**src/rtl/hfm_pkg.sv**
```systemverilog
// ----------------------------------------------------------------------------
// hfm_pkg
// Constants and the binary16 product function for the half float multiplier.
// ----------------------------------------------------------------------------
package hfm_pkg;

  localparam logic [15:0] SIGN_MASK = 16'h8000;
  localparam logic [15:0] INF_BITS  = 16'h7c00;
  localparam logic [4:0]  EXP_MAX   = 5'h1f;

  // Leading zero count of a 10-bit fraction (fraction nonzero)
  function automatic logic [3:0] lzc10(input logic [9:0] m);
    logic [3:0] n;
    n = 4'd10;
    for (int i = 0; i < 10; i++) begin
      if (m[i]) n = 4'(9 - i);
    end
    return n;
  endfunction

  // Full binary16 multiply, round to nearest even
  function automatic logic [15:0] hmul(input logic [15:0] a, input logic [15:0] b);
    logic        s;
    logic [4:0]  ea, eb;
    logic [3:0]  za, zb;
    logic [10:0] sa, sb;
    logic [21:0] p, pn;
    logic signed [7:0] e;
    logic [5:0]  sh;
    logic [43:0] ext;
    logic [10:0] q;
    logic        rbit, sticky;
    logic [15:0] r;
    s  = a[15] ^ b[15];
    ea = a[14:10];
    eb = b[14:10];
    za = lzc10(a[9:0]);
    zb = lzc10(b[9:0]);
    sa = (ea == 5'd0) ? ({1'b0, a[9:0]} << (za + 4'd1)) : {1'b1, a[9:0]};
    sb = (eb == 5'd0) ? ({1'b0, b[9:0]} << (zb + 4'd1)) : {1'b1, b[9:0]};
    p  = 22'(sa) * 22'(sb);
    e  = ((ea == 5'd0) ? (8'sd1 - 8'(za) - 8'sd1) : 8'(ea))
       + ((eb == 5'd0) ? (8'sd1 - 8'(zb) - 8'sd1) : 8'(eb));
    if (p[21]) begin
      pn = p;
      e  = e - 8'sd14;
    end else begin
      pn = p << 1;
      e  = e - 8'sd15;
    end
    r = 16'd0;
    if (ea == EXP_MAX || eb == EXP_MAX) begin
      r = INF_BITS;
    end else if (a[14:0] == 15'd0 || b[14:0] == 15'd0) begin
      r = 16'd0;
    end else if (e >= 8'sd31) begin
      r = INF_BITS;
    end else if (e >= 8'sd1) begin
      rbit   = pn[10];
      sticky = |pn[9:0];
      r = {1'b0, e[4:0], pn[20:11]};
      if (rbit && (sticky || r[0])) r = r + 16'd1;
    end else if (e < -8'sd10) begin
      r = 16'd0;
    end else begin
      sh     = 6'(8'sd12 - e);
      ext    = {pn, 22'd0} >> sh;
      q      = ext[32:22];
      rbit   = ext[21];
      sticky = |ext[20:0];
      if (rbit && (sticky || q[0])) q = q + 11'd1;
      r = {5'd0, q};
    end
    return r | (s ? SIGN_MASK : 16'd0);
  endfunction

endpackage

```
**src/rtl/half_float_multiply_unit.sv**
```systemverilog
// ----------------------------------------------------------------------------
// half_float_multiply_unit
// Elementwise binary16 multiplier with round to nearest even.
// ----------------------------------------------------------------------------
// Usage:
//   Input channel in_valid/in_ready carries in_a_bits, in_b_bits, in_last_in.
//   Result channel out_valid/out_ready carries out_product_bits, out_last_out.
//   NaN or infinite operands give signed infinity; no NaN is produced.
// Path: an accepted input passes through the input register and then the
//   result register before out_valid rises.
// Throughput: one transaction per cycle unless stalled, set by the
//   single-pass product logic between the input and result registers.
// Reset: rst_n (synchronous, active low) empties both register stages.
// Stall: a stalled receiver holds the result register; the input stage
//   keeps moving while the result stage has room, so both stages fill
//   before in_ready drops.
module half_float_multiply_unit (
  input  logic        clk,
  input  logic        rst_n,
  input  logic        in_valid,
  output logic        in_ready,
  input  logic [15:0] in_a_bits,
  input  logic [15:0] in_b_bits,
  input  logic        in_last_in,
  output logic        out_valid,
  input  logic        out_ready,
  output logic [15:0] out_product_bits,
  output logic        out_last_out
);
  import hfm_pkg::*;

  logic        s1_vld_r;
  logic [15:0] s1_a_r, s1_b_r;
  logic        s1_last_r;
  logic        s2_vld_r;
  logic [15:0] s2_prod_r;
  logic        s2_last_r;
  logic        s2_ready, s1_ready;

  // Stage enables
  assign s2_ready = !s2_vld_r || out_ready;
  assign s1_ready = !s1_vld_r || s2_ready;
  assign in_ready = s1_ready;

  // Input register
  always_ff @(posedge clk) begin
    if (!rst_n) begin
      s1_vld_r <= 1'b0;
    end else if (s1_ready) begin
      s1_vld_r <= in_valid;
    end
    if (s1_ready && in_valid) begin
      s1_a_r    <= in_a_bits;
      s1_b_r    <= in_b_bits;
      s1_last_r <= in_last_in;
    end
  end

  // Result register
  always_ff @(posedge clk) begin
    if (!rst_n) begin
      s2_vld_r <= 1'b0;
    end else if (s2_ready) begin
      s2_vld_r <= s1_vld_r;
    end
    if (s2_ready && s1_vld_r) begin
      s2_prod_r <= hmul(s1_a_r, s1_b_r);
      s2_last_r <= s1_last_r;
    end
  end

  assign out_valid        = s2_vld_r;
  assign out_product_bits = s2_prod_r;
  assign out_last_out     = s2_last_r;
endmodule

```
**config.mk**
```make
export PLATFORM = sky130hd
export DESIGN_NAME = half_float_multiply_unit
export DESIGN_NICKNAME = d
export VERILOG_FILES = /design/src/rtl/hfm_pkg.sv /design/src/rtl/half_float_multiply_unit.sv
export SDC_FILE = /design/constraint.sdc
export NUM_CORES = 1
export LEC_CHECK = 0
export BUFFER_PORTS_ARGS = -buffer_cell sky130_fd_sc_hd__buf_4
export CORE_MARGIN = 2
export CORE_UTILIZATION = 55
export CTS_BUF_LIST = sky130_fd_sc_hd__clkbuf_4
export CTS_CLUSTER_SIZE = 20
export DETAILED_ROUTE_END_ITERATION = 16
export PLACE_DENSITY = 0.85
export SLEW_MARGIN = 15
export SYNTH_ARGS = -nofsm -noshare
export SYNTH_HDL_FRONTEND = slang
export SYNTH_SLANG_ARGS = --single-unit
```
**constraint.sdc**
```tcl
create_clock -name clk -period 12.9 [get_ports clk]
set_input_delay 0.645 -clock clk [delete_from_list [all_inputs] [get_ports clk]]
set_output_delay 0.645 -clock clk [all_outputs]
set_load 0.1 [all_outputs]
```
==> reports/qor.yml <==
timing:
  hold_violations: 0
  fin_crit_ns: 12.29
  rsz0062_at_grt: "false"
  fin_crit_sh_pct: 95.3
  fmax_mhz: 81.3
  setup_tns_ns: 0
  clock_skew_ns: 0.0253
  setup_viol: 0
  tightest_slew_ns: 1.09
  slew_headroom_pct: 27.0
  drv_slew: 0
  worst_slack_ns: 0.607
logic_synthesis:
  synth_nets: 1569
  synth_top_flop_cell: "edfxtp_1"
  syn_area_sq_mm: 0.0112
  syn_inst: 1376
  yosysTopAreaCell: "fa_1"
  seq_area_frac_synth_pct: 13.8
  synthArstFlopShare_pct: 0
  synth_top_area_share_pct: 14.5
  ys_ff_latch: 52
  synth_cell_types: 104
  yosysWarnings: 0
  ys_top_cells_by_area: "fa_1 15%, edfxtp_1 13%, ha_1 8.4%"
  postSynthAreaPerCell_sq_um: 8.12
  synth_edf_count: 50
detailed_routing:
  ant_nets: 0
  drtIter0Drc: 1154
  drt-wirelength-per-cell_microns: 18.1
  dr.pass1.iters: 6
  postRouteWirelength_microns: 29900
  vias_per_cell: 6.37
  via_count: 10548
  remaining_drc_errors: 0
hold_path:
  holdCritStartpoint: "in_a_bits[10]"
  hold_path_end: "s1_a_r[10]"
  min_path_type: "input port to flop"
  hold_depth: 1
clock_network:
  cts_tree: "yes"
  cts_resized: 0
  hold_buffers: 0
  htreeDepth: 2
  insertion_delay_ns: 0.41
  cts-buffers-inserted: 5
  post_cts_buffers: 0
  cts.sinks: 52
  max-clock-path-buffers: 2
  clk_pin_slew_ns: 0.17
  ctsRootBufferMaster: "clkbuf_4"
finish:
  layout_common_cells: "169 x nor2_1, 125 x inv_1, 87 x a21oi_1, 87 x nand2_1, 81 x fa_1"
  nets: 1578
  instances_no_fill: 1657
  post-route-util_pct: 58.9
  layout_commonest_cell: "nor2_1"
  synthToLayoutAreaGrowth_pct: 6.00
  drive_gt1_share_pct: 12.3
placement:
  dp.cells: 1648
  gp_congestion: 0.993
  pre_cts_slack_ns: 0.611
  hpwl_microns: 23500
  io_buffer_count: 55
global_route:
  grt_pass1_vias: 10230
  grt_pass1_wl_microns: 50400
  grt_max_degree: 46
  grt_overflow: 0
  antenna_found_initial: 1
  grt.total_usage_pct: 28.1
floorplanning:
  start_util_pct: 55.6
  dieHeight_microns: 147
  core_sq_mm: 0.0201
  dieArea_sq_mm: 0.0215
  die_w_microns: 147
  pin_count: 56
  num_rows: 52
critical_path:
  cp_common_cell: "fa_1"
  r2r_cells: 38
  cp_slowest_cell: "a21oi_1"
  arrival_ns: 12.46
  critPathKind: "flop to flop"
  max_stage_delay_ns: 0.71
  regToRegStartpoint: "s1_a_r[1]"
  rr_endpoint: "out_product_bits[6]"
  r2r_slack_ns: 0.61
  critPathLaunchType: "flop"
  worstPathRequired_ns: 13.07
  cp_max_fo: 39
  cp-end-kind: "flop"
run_status:
  status: "finished, final reports clean"
flow_run:
  cap_viol_max_count: 0
[how the worst max path moves through the flow]
stage | start | end | slack [ns]
2_1_floorplan | s1_a_r[1] | out_product_bits[8] | 1.90
3_3_place_gp | s1_b_r[9] | out_product_bits[1] | 0.82
4_1_cts | s1_b_r[9] | out_product_bits[6] | 0.57
5_1_grt | s1_a_r[1] | out_product_bits[6] | 0.05
6_report | s1_a_r[1] | out_product_bits[6] | 0.61
3_5_place_dp | s1_b_r[9] | out_product_bits[6] | 0.61
[synthesized netlist by cell type, types with 5 or more instances]
cell type / number
a211o_1: 7
a211oi_1: 21
a211oi_2: 5
a21boi_0: 7
a21o_1: 22
a21oi_1: 87
a21oi_2: 5
a221oi_1: 5
a22o_1: 5
a22oi_1: 8
a31o_2: 5
a31oi_1: 19
and2_1: 8
and3_1: 5
buf_2: 14
buf_6: 7
clkbuf_1: 51
edfxtp_1: 50
fa_1: 81
ha_1: 75
inv_1: 125
mux2_2: 6
mux2i_1: 47
nand2_1: 87
nand2b_1: 37
nand3_1: 43
nand4_1: 10
nor2_1: 169
nor2b_1: 21
nor3_1: 33
nor4_1: 11
o211ai_1: 18
o21a_1: 5
o21ai_0: 46
o21ai_1: 10
o221ai_1: 7
o22ai_1: 13
o31ai_1: 15
or2_2: 24
or3_1: 5
xnor2_1: 29
xor2_1: 16
[state kept, by name, summed over array words and instances (netlist names)]
name,count
out_product_bits,16
s1_b_r,16
out_valid,1
s1_last_r,1
s1_a_r,16
out_last_out,1
s1_vld_r,1
[worst max-delay path, delay by kind of cell, from the launching register on]
kind / cells / cell delay (ns)
AOI/OAI and AO/OA: 16 / 4.89
adders and majority gates: 8 / 3.91
buffers and inverters: 6 / 1.14
DFF: 1 / 0.54
muxes: 1 / 0.53
and+or+nand+nor: 7 / 1.01
[area by class of cell]
class,count,area (sq um)
well taps,270,338
clock buffers,5,37.5
repair buffers,79,593
inverters,128,480
clock inverters,3,26.3
fillers,1781,8260
flip-flops and latches,52,1540
multi-input cells,1119,8820
diodes,1,2.50
[cells by family after synthesis]
family | after synthesis | synth area share (%)
AND/OR/NAND/NOR | 486 | 21.6
AO/OA/AOI/OAI | 366 | 23.3
buffers and inverters | 205 | 7.58
adder cells (fa/ha/maj) | 156 | 22.9
multiplexers | 60 | 5.99
flip-flops | 52 | 13.8
XOR/XNOR | 51 | 4.85
[layer usage]
metal / part of all wire [%] / up-vias / track usage [%]
met4: 3.2 / 0 / 10.4
met2: 46 / 547 / 45.9
li1: - / 4936 / -
met5: 0 / - / 0
met3: 9.2 / 91 / 5.59
met1: 42 / 4974 / 37.3
[stage by stage]
step / hold slack, ns / cell area (sq um)
after floorplan: 0.400 / 11200
after global placement: 0.403 / 11700
after detailed placement: 0.408 / 11700
after CTS: 0.380 / 11800
after global routing: 0.383 / 11800
final: 0.391 / 11800
Power is left out: the tool's default activity adds up to more than one toggle a clock period on the data nets, which glitch-free logic cannot reach.
